[src/rtl/core/mwo_pkg.sv]
package mwo_pkg;

  typedef struct packed {
    logic signed [15:0] wheel_rpm_0;
    logic signed [15:0] wheel_rpm_1;
    logic signed [15:0] wheel_rpm_2;
    logic signed [15:0] wheel_rpm_3;
    logic [23:0]        elapsed_time;
  } in_item_t;

  typedef struct packed {
    logic signed [31:0] body_vx;
    logic signed [31:0] body_vy;
    logic signed [31:0] body_rate;
    logic signed [31:0] world_x;
    logic signed [31:0] world_y;
    logic [31:0]        heading;
  } out_item_t;

  localparam int unsigned CORDIC_STEPS = 24;
  localparam logic [31:0] TURN_PER_RAD = 32'd683565276;
  localparam logic signed [33:0] CORDIC_INV_GAIN = 34'sd652032874;

  localparam logic [1:0] REG_SPEED_PER_RPM = 2'd0;
  localparam logic [1:0] REG_INVERSE_FOUR_LEVER = 2'd1;

  // datapath operations
  localparam logic [3:0] OP_NONE = 4'd0;
  localparam logic [3:0] OP_LOAD = 4'd1;
  localparam logic [3:0] OP_WHEEL = 4'd2;
  localparam logic [3:0] OP_SUMS = 4'd3;
  localparam logic [3:0] OP_RATE = 4'd4;
  localparam logic [3:0] OP_TSTEP = 4'd5;
  localparam logic [3:0] OP_DELTA = 4'd6;
  localparam logic [3:0] OP_HEAD = 4'd7;
  localparam logic [3:0] OP_CORDIC = 4'd8;
  localparam logic [3:0] OP_ROT = 4'd9;
  localparam logic [3:0] OP_VW = 4'd10;
  localparam logic [3:0] OP_POS = 4'd11;
  localparam logic [3:0] OP_DONE = 4'd12;

  typedef struct packed {
    logic [3:0] op;
    logic [4:0] idx;
  } dp_cmd_t;

  function automatic logic [29:0] atan_turn(input logic [4:0] i);
    logic [29:0] v;
    case (i)
      5'd0: v = 30'd536870912;  5'd1: v = 30'd316933406;
      5'd2: v = 30'd167458907;  5'd3: v = 30'd85004756;
      5'd4: v = 30'd42667331;   5'd5: v = 30'd21354465;
      5'd6: v = 30'd10679838;   5'd7: v = 30'd5340245;
      5'd8: v = 30'd2670163;    5'd9: v = 30'd1335087;
      5'd10: v = 30'd667544;    5'd11: v = 30'd333772;
      5'd12: v = 30'd166886;    5'd13: v = 30'd83443;
      5'd14: v = 30'd41722;     5'd15: v = 30'd20861;
      5'd16: v = 30'd10430;     5'd17: v = 30'd5215;
      5'd18: v = 30'd2608;      5'd19: v = 30'd1304;
      5'd20: v = 30'd652;       5'd21: v = 30'd326;
      5'd22: v = 30'd163;       5'd23: v = 30'd81;
      default: v = 30'd0;
    endcase
    return v;
  endfunction

endpackage

[src/rtl/core/mwo_ctrl.sv]
module mwo_ctrl (
  input  logic             clk,
  input  logic             rst,
  input  logic             in_valid,
  output logic             in_stall,
  output logic             out_valid,
  input  logic             out_stall,
  output mwo_pkg::dp_cmd_t cmd
);
  import mwo_pkg::*;

  localparam logic [3:0] S_IDLE = 4'd0;
  localparam logic [3:0] S_WHEEL = 4'd1;
  localparam logic [3:0] S_SUMS = 4'd2;
  localparam logic [3:0] S_RATE = 4'd3;
  localparam logic [3:0] S_TSTEP = 4'd4;
  localparam logic [3:0] S_DELTA = 4'd5;
  localparam logic [3:0] S_HEAD = 4'd6;
  localparam logic [3:0] S_CORDIC = 4'd7;
  localparam logic [3:0] S_ROT = 4'd8;
  localparam logic [3:0] S_VW = 4'd9;
  localparam logic [3:0] S_POS = 4'd10;
  localparam logic [3:0] S_WAIT = 4'd11;

  logic [3:0] state, state_next;
  logic [4:0] idx, idx_next;
  logic       out_valid_next;

  assign in_stall = (state != S_IDLE);

  always_comb begin
    state_next = state;
    idx_next = idx;
    out_valid_next = out_valid && out_stall;
    cmd.op = OP_NONE;
    cmd.idx = idx;
    unique case (state)
      S_IDLE: begin
        if (in_valid) begin
          cmd.op = OP_LOAD;
          state_next = S_WHEEL;
          idx_next = '0;
        end
      end
      S_WHEEL: begin
        cmd.op = OP_WHEEL;
        idx_next = idx + 5'd1;
        if (idx == 5'd3) begin
          state_next = S_SUMS;
          idx_next = '0;
        end
      end
      S_SUMS: begin cmd.op = OP_SUMS; state_next = S_RATE; end
      S_RATE: begin cmd.op = OP_RATE; state_next = S_TSTEP; end
      S_TSTEP: begin cmd.op = OP_TSTEP; state_next = S_DELTA; end
      S_DELTA: begin cmd.op = OP_DELTA; state_next = S_HEAD; end
      S_HEAD: begin cmd.op = OP_HEAD; state_next = S_CORDIC; idx_next = '0; end
      S_CORDIC: begin
        cmd.op = OP_CORDIC;
        idx_next = idx + 5'd1;
        if (idx == 5'(CORDIC_STEPS - 1)) begin
          state_next = S_ROT;
          idx_next = '0;
        end
      end
      S_ROT: begin
        cmd.op = OP_ROT;
        idx_next = idx + 5'd1;
        if (idx == 5'd3) begin
          state_next = S_VW;
          idx_next = '0;
        end
      end
      S_VW: begin cmd.op = OP_VW; state_next = S_POS; end
      S_POS: begin
        cmd.op = OP_POS;
        idx_next = idx + 5'd1;
        if (idx == 5'd1) begin
          state_next = S_WAIT;
          idx_next = '0;
        end
      end
      S_WAIT: begin
        if (!out_valid || !out_stall) begin
          cmd.op = OP_DONE;
          out_valid_next = 1'b1;
          state_next = S_IDLE;
        end
      end
      default: state_next = S_IDLE;
    endcase
  end

  always_ff @(posedge clk) begin
    if (rst) begin
      state <= S_IDLE;
      idx <= '0;
      out_valid <= 1'b0;
    end else begin
      state <= state_next;
      idx <= idx_next;
      out_valid <= out_valid_next;
    end
  end
endmodule

[config.mk]
export PLATFORM = sky130hd
export DESIGN_NAME = mwo_ctrl
export DESIGN_NICKNAME = d
export VERILOG_FILES = /design/src/rtl/core/mwo_pkg.sv /design/src/rtl/core/mwo_ctrl.sv
export SDC_FILE = /design/constraint.sdc
export NUM_CORES = 1
export LEC_CHECK = 0
export ABC_AREA = 1
export BUFFER_PORTS_ARGS = -buffer_cell sky130_fd_sc_hd__buf_2
export CELL_PAD_IN_SITES_DETAIL_PLACEMENT = 0
export CELL_PAD_IN_SITES_GLOBAL_PLACEMENT = 1
export CORE_MARGIN = 2
export CORE_UTILIZATION = 36
export DETAILED_ROUTE_END_ITERATION = 10
export PLACE_DENSITY = 0.78
export SLEW_MARGIN = 20
export SYNTH_ARGS = -nofsm -noshare
export SYNTH_HDL_FRONTEND = slang
export SYNTH_SLANG_ARGS = --single-unit
[constraint.sdc]
create_clock -name clk -period 1.75 [get_ports clk]
set_input_delay 0.175 -clock clk [delete_from_list [all_inputs] [get_ports clk]]
set_output_delay 0.175 -clock clk [all_outputs]
set_load 0.005 [all_outputs]
== After elaboration in Yosys (flattened, before gate mapping) ==
Index checks and enable logic that the tools add are counted.

* Equality and inequality tests: 20
* $add $sub $neg: 1
* Multiplexer cells: 17
* Reduce and logical (&&, ||, !) cells: 10

{| class="wikitable"
|+ Operators by type and width
! kind !! number
|-
| $pmux 4 s12 || 2
|-
| $mux 4 || 7
|-
| $pmux 5 s5 || 1
|-
| $mux 5 || 4
|-
| $eq 4x3->1 const B || 4
|-
| $eq 4x4->1 const B || 4
|-
| $ne 2x2->1 const B || 6
|-
| $eq 4x2->1 const B || 2
|-
| $reduce_and 6->1 || 1
|-
| $add 5x1->5 const B || 1
|-
| $eq 5x1->1 const B || 1
|-
| $eq 5x2->1 const B || 1
|-
| $eq 5x5->1 const B || 1
|-
| $reduce_bool 5->1 || 1
|-
| $eq 4x1->1 const B || 1
|-
| $logic_not 4->1 || 1
|-
| $reduce_bool 4->1 || 1
|-
| $mux 1 || 3
|-
| $logic_not 1->1 || 2
|-
| $reduce_and 2->1 || 1
|-
| $reduce_or 2->1 || 1
|-
| $logic_and 1x1->1 || 1
|-
| $logic_or 1x1->1 || 1
|}

* Output and inout port bits: 11
* Bits in registers: 10

== Depth between registers and ports, before layout ==
Gate-level depths: netlist of run 1.

* Depth after elaboration: 4
* Depth in mapped cells: 11
* Gate-level depth less buffers: 11

== Worst setup path before layout of run 1 ==
No wires, ideal clock.

* Kind: register to register
* Start point: reg idx[0]
* End point: reg state[1]
* Setup slack: 0.411 ns
* Arrival: 1.224 ns
* Cell stages (with the launch flop): 11
* Library setup time: 0.115 ns
* Data required time: 1.635 ns
* Buffers on the path: 0
* Clock period less this slack: 1.339 ns
* Cell sequence: dfxtp_1 ha_1 inv_1 nor2_1 nand2_1 nand2_2 nand2_2 nor2_2 nand3_1 nand2_1 nor2_1

* Longest elaborated chain between the ends: 3
* Elaborated cells between the ends (all ways): 8
* Those cells by class: 7 x eq/ne; 1 x reduce/logical

{| class="wikitable"
|+ Ends and longest elaborated chain
! what !! line !! text
|-
| start, declared || mwo_ctrl.sv:26 || <nowiki>logic [4:0] idx, idx_next;</nowiki>
|-
| start signal, assigned || mwo_ctrl.sv:101 || <nowiki>idx <= idx_next;</nowiki>
|-
| $eq 5x1->1 (tied with other cells) || mwo_ctrl.sv:78 || <nowiki>if (idx == 5'd1) begin</nowiki>
|-
| $ne 2x2->1 (no line) || n/a ||
|-
| $reduce_and 6->1 (no line) * || n/a ||
|-
| end signal, assigned || mwo_ctrl.sv:100 || <nowiki>state <= state_next;</nowiki>
|-
| end, declared || mwo_ctrl.sv:25 || <nowiki>logic [3:0] state, state_next;</nowiki>
|}

Every way passes the cells marked *; elsewhere a longest branch is shown, timed or not.
A chain may end at the register's enable or synchronous reset.

==> flow_summary.ini, run 1 <==
[outcome]
status = complete, no violations

[power]
p_switching_mw = 0.6635
p_per_area_nw_per_um2 = 1457
swShare_pct = 49.45
p_clk_share_pct = 16.4
power_frac_seq_pct = 26.0
p_int_mw = 0.6784
p_leak_nw = 0.4791
combPwrFrac_pct = 57.7
ir_drop_v = 0.0006656

[place]
dp_hpwl_um = 1541
place_inst = 171
place_area_um2 = 884.6
place_congestion = 0.8104
portBuffers = 14
pre_cts_slack_ns = 0.2817

[timing]
maxSlewViolCount = 0
max_freq_ghz = 0.6327
final-setup-viol-count = 0
period_minus_slack_ns = 1.580
rsz0062_at_grt = no
tightestPinTransition_ns = 0.2909
final_hold_viol_count = 0
maxSlewHeadroom_pct = 80.58
tns_ns = 0
skew_ns = 0.008797
post-route-period-util_pct = 90.31
layout_setup_ws_ns = 0.1696

[cells_and_area]
antennaDiodeCount = 0
fin_util_pct = 46.00
stdcell_count = 175
drive_above_1_share_pct = 23.65
stdcell_area_um2 = 920.9
areaGrowthSynthToFinish_pct = 17.95
final_nets = 156

[grt]
antenna_found_initial = 0
grt_overflow = 0
first_global_vias = 738
grt_first_pass_wirelength_um = 3236
track_usage_pct = 16.58
grt_max_degree = 8

[logic_synthesis]
synth_area_um2 = 780.7
ys.flop_type = dfxtp_1
ys_top_cells_by_count = nand2_1, nor2_1, inv_1
yosysSeqAreaShare_pct = 25.64
async_flop_share_pct = 0
yosys.area.top_type = dfxtp_1
syn_area_per_cell_um2 = 6.006
yosysMostFrequentCell = nand2_1
synth_cell_types = 16
ys_top_cells_by_area = dfxtp_1, nand2_1, nand3_1
syn_nets = 137
synth_edf_count = 0
synth_cells = 130
ys.warnings.count = 0
ys_seq_elements = 10
synth_top_area_share_pct = 25.64

[hold_path]
whs_endpoint = out_valid$_SDFF_PP0_
worstHoldStart = rst
worstHoldPathType = input port to flip-flop
hold_depth = 2

[clock_tree]
root_buffer = clkbuf_4
tritoncts = done
cts_buffers = 3
cts_setup_buffers = 0
clk_pin_slew_worst_paths_ns = 0.08
worstSkewPairLatency_ns = 0.28
cts_sinks = 10
postCtsHoldBufs = 0
cts_buffer_depth = 2
cts_repair_resize_count = 0
htree_levels = 1

[floorplan]
die_h_um = 50.57
io_pins = 15
core_area_um2 = 2002
die_w_um = 50.57
start_util_pct = 39.00
die_area_um2 = 2557
row_count = 16

[critical_path]
worstPathCellList = inv_1, nand2_2, nor2_4, a21oi_1, o21ai_0, buf_2
cp_slowest_cell = dfxtp_1
cp-end-kind = primary output
rr_endpoint = state[0]$_SDFFE_PP0P_
worstPathRequired_ns = 1.57
r2r_slack_ns = 0.25
reg2regPathDepth = 10
worstSetupPathType = flip-flop to primary output
path_max_fanout = 5
crit_arrival_ns = 1.41
r2r-start = idx[0]$_SDFFE_PP0P_
cp-start-kind = flip-flop
slowest_delay_ns = 0.41

[detailed_routing]
ant_nets = 0
vias = 841
wire_per_inst_um = 11.17
drt_first_pass_iters = 4
viasPerCell = 4.806
wl_um = 1955
drt_iter0_drc = 16
drc = 0

[run]
drv_cap = 0
[logic make-up (layout without fill, tap and decap cells)]
kind of cell | after synthesis | in the layout | share of synthesized area (%)
xor gates and xnor gates | 2 | 2 | 2.244
AOI/OAI and AO/OA | 14 | 14 | 9.616
adders and majority gates | 3 | 3 | 4.808
and+or+nand+nor | 82 | 82 | 48.56
DFF | 10 | 10 | 25.64
buffers and inverters | 19 | 37 | 9.135
[per-stage QoR]
stage	hold slack [ns]	total power, mW
6_report	0.1153	1.342
5_1_grt	0.1079	1.492
4_1_cts	0.1078	1.346
3_5_place_dp	0.4096	1.128
3_3_place_gp	0.3983	1.124
2_1_floorplan	0.2441	0.9104
[state kept, by name (all words and copies together) (netlist names)]
register   cells
idx            5
state          4
out_valid      1
[worst max-delay path, delay by kind of cell, from the launching register on]
| kind | cells | cell delay [ns] |
|---|---|---|
| AO/OA/AOI/OAI | 2 | 0.31 |
| buffers and inverters | 2 | 0.24 |
| AND/OR/NAND/NOR | 2 | 0.17 |
| flip-flops | 1 | 0.41 |
[how the worst max path moves through the flow]
stage / startpoint / to / slack [ns] / cells after the start
CTS: state[3]$_SDFFE_PP0P_ / cmd[8] / 0.17 / 6
floorplan: idx[0]$_SDFFE_PP0P_ / state[1]$_SDFFE_PP0P_ / 0.41 / 10
finish: state[3]$_SDFFE_PP0P_ / cmd[8] / 0.17 / 6
global route: state[1]$_SDFFE_PP0P_ / cmd[7] / 0.07 / 4
global placement: idx[0]$_SDFFE_PP0P_ / state[3]$_SDFFE_PP0P_ / 0.33 / 8
detailed placement: idx[0]$_SDFFE_PP0P_ / state[0]$_SDFFE_PP0P_ / 0.28 / 10
[power groups by stage]
stage | Sequential (mW) | Clock (mW) | Combinational, mW
after floorplan | 0.338 | 0 | 0.572
after global placement | 0.351 | 0 | 0.774
after detailed placement | 0.352 | 0 | 0.775
after CTS | 0.347 | 0.221 | 0.778
after global routing | 0.355 | 0.235 | 0.902
final | 0.348 | 0.220 | 0.774
[cells in the final DEF, fill, tap and decap left out]
master	synthesis	routed
nand3_1	15	15
nor2_2	6	6
clkbuf_4	0	3
nand2_2	6	6
dfxtp_1	10	10
nand2_1	30	30
buf_2	0	14
clkbuf_8	0	1
nor2_4	1	1
inv_1	16	16
ha_1	3	3
xor2_1	2	2
a21oi_1	8	8
a31oi_1	1	1
nand4_1	6	6
inv_2	3	3
a21oi_2	1	1
o21ai_0	4	4
nor2_1	18	18
[metal layers]
| layer | track usage (%) | part of all wire [%] |
|---|---|---|
| met1 | 22.38 | 52 |
| met2 | 26.10 | 43 |
| met3 | 2.679 | 3.4 |
| met4 | 6.757 | 1.4 |
| met5 | 0 | 0 |
[area by class of cell]
class                   instances  area, µm²
clock buffers                   4      36.28
fillers                       227       1081
inverters                      19      71.32
multi-input cells             101      509.2
flip-flops and latches         10      200.2
well taps                      27      33.78
repair buffers                 14      70.07
No activity file was read; power rests on OpenSTA's default activity.
==> inputs of run 2 (changes only) <==
- ABC_AREA: 1 -> unset
- CORE_MARGIN: 2 -> unset
- CORE_UTILIZATION: 36 -> 38
- PLACE_DENSITY: 0.78 -> 0.77
==> run 2 against run 1 <==
Compared with the run above: the flow now finishes with violations (setup timing); clock power is essentially flat; via count shrank 6.3%; register-to-register slack lost 0.29 ns; cell count shrank 18%; sequential power shrank 6.9%; combinational power shrank 13%; largest power group unchanged.
==> flow_summary.ini, run 2 <==
[logic_synthesis]
synth_area_um2 = 732.0
ys_top_cells_by_count = dfxtp_1, nor2_1
synth_edf_count = 0
syn_area_per_cell_um2 = 7.956
async_flop_share_pct = 0
ys.warnings.count = 0
ys.flop_type = dfxtp_1
yosys.area.top_type = dfxtp_1
synth_cell_types = 40
ys_seq_elements = 10
synth_cells = 92
synth_top_area_share_pct = 27.35
syn_nets = 99
ys_top_cells_by_area = dfxtp_1, ha_1, nor2_1
yosysSeqAreaShare_pct = 27.35

[detailed_routing]
routed-wl-met3_um = 45
wl_um = 1898
drc = 0
wl_met2_um = 821
vias = 788
drt_first_pass_iters = 4
drt_iter0_drc = 25
wire_per_inst_um = 13.27
routed.top_layer = met4
viasPerCell = 5.510
ant_nets = 0
routedLengthMet1_um = 993

[clock_tree]
root_buffer = clkbuf_4
cts_sinks = 10
htree_levels = 1
tritoncts = done
clk_pin_slew_worst_paths_ns = 0.08
worstSkewPairLatency_ns = 0.27
cts_buffers = 3
cts_buffer_depth = 2

[cells_and_area]
regMostFlops = idx
largest_register_ffs = 5
final_nets = 126
fill_cells = 186
multi_input_area_um2 = 550.5
antennaDiodeCount = 0
final_cell_mix = buf_2, buf_4, nor2_1
reg_top3 = idx: 5 flops, state: 4 flops, out_valid: 1 flops
drive_above_1_share_pct = 41.53
fin_util_pct = 57.38
seqCellArea_um2 = 207.7
stdcell_area_um2 = 1012
areaGrowthSynthToFinish_pct = 38.29

[timing]
final_hold_viol_count = 0
post-route-period-util_pct = 102.5
tightestPinTransition_ns = 0.3635
maxSlewHeadroom_pct = 75.44
whs_ns = 0.2059
max_freq_ghz = 0.5573
period_minus_slack_ns = 1.794
layout_setup_ws_ns = -0.04427
skew_ns = 0.001415
rsz0062_at_grt = yes
maxSlewViolCount = 0
final-setup-viol-count = 4

[critical_path]
crit_arrival_ns = 2.01
path_max_fanout = 5
worstSetupPathType = flip-flop to flip-flop
worstPathRequired_ns = 1.97
cp-start-kind = flip-flop
cp-end-kind = flip-flop

[floorplan]
core_area_um2 = 1764
die_area_um2 = 2106
row_count = 15
die_h_um = 45.89
die_w_um = 45.89
io_pins = 15
start_util_pct = 41.49

[grt]
grt_max_degree = 13
grt_first_pass_wirelength_um = 2994
grt_overflow = 0
track_usage_pct = 20.47
first_global_vias = 657
antenna_found_initial = 0

[place]
dp_hpwl_um = 1335
portBuffers = 14
place_area_um2 = 914.6
place_congestion = 0.7832

[outcome]
status = complete, but fails checks
failed_checks = setup timing

[run]
drv_cap = 0

[hold_path]
worstHoldPathType = input port to flip-flop

[power]
p_leak_nw = 0.4486
ir_drop_v = 0.0005808
p_per_area_nw_per_um2 = 1203
==> run 2: what timing repair did <==
action | 4_1_cts | 5_1_grt
buffers inserted | 1 | 0
gates cloned | 1 | 0
hold buffers | 0 | 0
gates resized for setup | 6 | 7
setup endpoints to repair | 7 | 8
pin swaps | 2 | 2
==> run 2: metal layers <==
| metal | vias up | GRT usage [%] |
|---|---|---|
| met5 | - | 0 |
| met1 | 379 | 28.88 |
| li1 | 395 | - |
| met4 | 0 | 10.59 |
| met3 | 5 | 4.762 |
| met2 | 9 | 28.45 |
==> run 2: cell families after synthesis <==
family	synth area share (%)
and+or+nand+nor	25.13
muxes	2.906
DFF	27.35
adders and majority gates	5.129
xor gates and xnor gates	3.590
buffers and inverters	6.153
AOI/OAI and AO/OA	29.75
==> run 2: worst paths after layout <==
path / cells after the start / to / start / slack [ns]
worst max register to register: 6 / state[3]$_SDFFE_PP0P_ / idx[1]$_SDFFE_PP0P_ / -0.04
worst max-delay path: 6 / state[3]$_SDFFE_PP0P_ / idx[1]$_SDFFE_PP0P_ / -0.04
worst min register to register: 2 / out_valid$_SDFF_PP0_ / out_valid$_SDFF_PP0_ / 0.56
worst min-delay path: 2 / state[3]$_SDFFE_PP0P_ / rst / 0.21
==> run 2: cell type report <==
type | count | share of cell area (%)
timing repair buffer | 28 | 17.31
tap | 25 | 3.090
sequential | 10 | 20.52
clock buffer | 4 | 3.585
inverter | 3 | 1.112
multi-input combinational | 73 | 54.39
==> run 2: report_power, final <==
group | leakage (nW) | switching [mW] | internal, mW
registers | 0.0826 | 0.0506 | 0.273
logic | 0.345 | 0.327 | 0.343
clock network | 0.0210 | 0.0967 | 0.127
==> run 2: metrics by stage <==
stage	instances	setup TNS, ns	total power, mW	worst slack, ns
finish	143	-0.1083	1.218	-0.04427
global route	143	-0.3273	1.303	-0.07382
CTS	143	-0.07906	1.205	-0.04507
detailed placement	137	-0.3536	0.9340	-0.08411
global placement	137	-0.1683	0.9319	-0.04329
floorplan	92	-0.04409	0.7195	-0.04091
==> run 2: critical path, cell delays in order (launching register included) <==
cell     delay (ns)
dfxtp_4        0.36
inv_2          0.04
ha_1           0.12
or4b_4         0.45
a32o_2         0.30
or3_4          0.34
a21oi_2        0.11
==> inputs of run 3 (changes only) <==
- CORE_UTILIZATION: 38 -> 41
- PLACE_DENSITY: 0.77 -> 0.82
- clock period: 1.75 -> 2.2 ns (I/O delays scaled with it)
==> run 3 against run 2 <==
Compared with the run above: the run now ends clean; hold slack gained 0.058 ns; combinational power shrank 46%; global-route usage shrank 0.24 points; critical path depth shrank 1; count of clock-buffer cells in the layout shrank 1; die area shrank 7.0%; via count shrank 9.6%; sequential share of layout area grew 3.3 points; worst setup slack gained 0.23 ns; core utilization shrank 4.4 points; sequential power shrank 9.0%; critical endpoint is now state[1]$_SDFFE_PP0P_; largest power group unchanged.
==> flow_summary.ini, run 3 (synthesized netlist as in run 2, its figures left out) <==
[grt]
grt_overflow = 0
track_usage_pct = 20.24
antenna_found_initial = 0
grt_first_pass_wirelength_um = 2953
grt_max_degree = 17
first_global_vias = 657

[timing]
tns_ns = 0
maxSlewHeadroom_pct = 66.20
skew_ns = 0.003764
layout_setup_ws_ns = 0.1898
final-setup-viol-count = 0
post-route-period-util_pct = 91.37
tightestPinTransition_ns = 0.5063
rsz0062_at_grt = no
max_freq_ghz = 0.4975
final_hold_viol_count = 0
period_minus_slack_ns = 2.010
maxSlewViolCount = 0

[clock_tree]
root_buffer = clkbuf_4
clk_pin_slew_worst_paths_ns = 0.06
postCtsHoldBufs = 0
worstSkewPairLatency_ns = 0.26
cts_sinks = 10
tritoncts = done
cts_repair_resize_count = 0
htree_levels = 1
cts_buffer_depth = 2
cts_setup_buffers = 0
cts_buffers = 3

[detailed_routing]
ant_nets = 0
drt_iter0_drc = 14
drt_first_pass_iters = 6
wl_um = 1619
vias = 712
wire_per_inst_um = 12.55
drc = 0
viasPerCell = 5.519

[floorplan]
start_util_pct = 45.92
die_w_um = 44.25
die_area_um2 = 1958
io_pins = 15
die_h_um = 44.25
core_area_um2 = 1594
row_count = 14

[hold_path]
whs_endpoint = out_valid$_SDFF_PP0_
hold_depth = 3
worstHoldPathType = input port to flip-flop
worstHoldStart = out_stall

[place]
place_inst = 126
pre_cts_slack_ns = 0.1623
place_congestion = 0.7273
portBuffers = 14
dp_hpwl_um = 1143
place_area_um2 = 820.8

[critical_path]
worstPathRequired_ns = 2.39
reg2regPathDepth = 5
cp-start-kind = flip-flop
crit_arrival_ns = 2.20
slowest_delay_ns = 0.43
r2r_slack_ns = 0.19
cp_slowest_cell = dfxtp_1
rr_endpoint = state[1]$_SDFFE_PP0P_
worstPathCellList = ha_1, or4b_1, a32o_1, a211oi_4, mux2i_1
worstSetupPathType = flip-flop to flip-flop
path_max_fanout = 11
r2r-start = idx[1]$_SDFFE_PP0P_
cp-end-kind = flip-flop

[cells_and_area]
drive_above_1_share_pct = 23.81
final_cell_mix = buf_2, nor2_1, dfxtp_1
antennaDiodeCount = 0
stdcell_count = 129
final_common_cell = buf_2
largest_register_ffs = 5
regMostFlops = idx
reg_top3 = idx: 5 flops, state: 4 flops, out_valid: 1 flops
areaGrowthSynthToFinish_pct = 15.38
final_nets = 114
stdcell_area_um2 = 844.6

[power]
swShare_pct = 40.71
ir_drop_v = 0.0005600
combPwrFrac_pct = 46.6
p_leak_nw = 0.3534
p_clk_share_pct = 15.7
p_switching_mw = 0.3183
power_frac_seq_pct = 37.8
power_mw = 0.7821
p_per_area_nw_per_um2 = 926.0
p_int_mw = 0.4637

[outcome]
status = complete, no violations

[run]
drv_cap = 0
run 3: per-stage QoR:
step	util, %	hold slack, ns
6_report	52.98	0.2643
5_1_grt	52.98	0.2954
4_1_cts	52.90	0.2608
3_5_place_dp	51.49	0.5302
3_3_place_gp	51.49	0.5284
2_1_floorplan	-	0.3997
run 3: area by class of cell:
class	instances	area, µm²
Multi-Input combinational cell	72	486.7
Timing Repair Buffer	17	92.59
Sequential cell	10	201.4
Tap cell	24	30.03
Fill cell	158	749.5
Inverter	3	11.26
Clock buffer	3	22.52
run 3: how the worst max path moves through the flow:
stage                        startpoint               endpoint  slack [ns]  depth (start not counted)
detailed placement  idx[0]$_SDFFE_PP0P_  state[1]$_SDFFE_PP0P_        0.16                          5
finish              idx[1]$_SDFFE_PP0P_  state[1]$_SDFFE_PP0P_        0.19                          5
global placement    idx[0]$_SDFFE_PP0P_  state[1]$_SDFFE_PP0P_        0.23                          5
floorplan           idx[0]$_SDFFE_PP0P_  state[1]$_SDFFE_PP0P_        0.30                          6
CTS                 idx[0]$_SDFFE_PP0P_  state[1]$_SDFFE_PP0P_        0.15                          5
global route        idx[1]$_SDFFE_PP0P_  state[3]$_SDFFE_PP0P_        0.05                          5
run 3: per-layer routing:
layer / GRT usage, % / part of all wire [%] / up-vias
met3: 6.939 / 4.8 / 0
met2: 30.59 / 43 / 15
li1: - / - / 366
met1: 27.68 / 53 / 331
met5: 0 / 0 / -
met4: 4.848 / 0 / 0
run 3: power by group through the flow:
stage               Sequential (mW)  Combinational, mW  Clock [mW]
detailed placement            0.298              0.368           0
floorplan                     0.244              0.320           0
CTS                           0.293              0.369       0.131
global placement              0.294              0.366           0
finish                        0.295              0.364       0.123
global route                  0.309              0.408       0.136
run 3: critical path, delay by kind of cell, from the launching register on:
| kind | cells | cell delay, ns |
|---|---|---|
| compound gates | 2 | 0.69 |
| fa+ha+maj | 1 | 0.19 |
| flops | 1 | 0.43 |
| mux | 1 | 0.20 |
| simple gates | 1 | 0.43 |
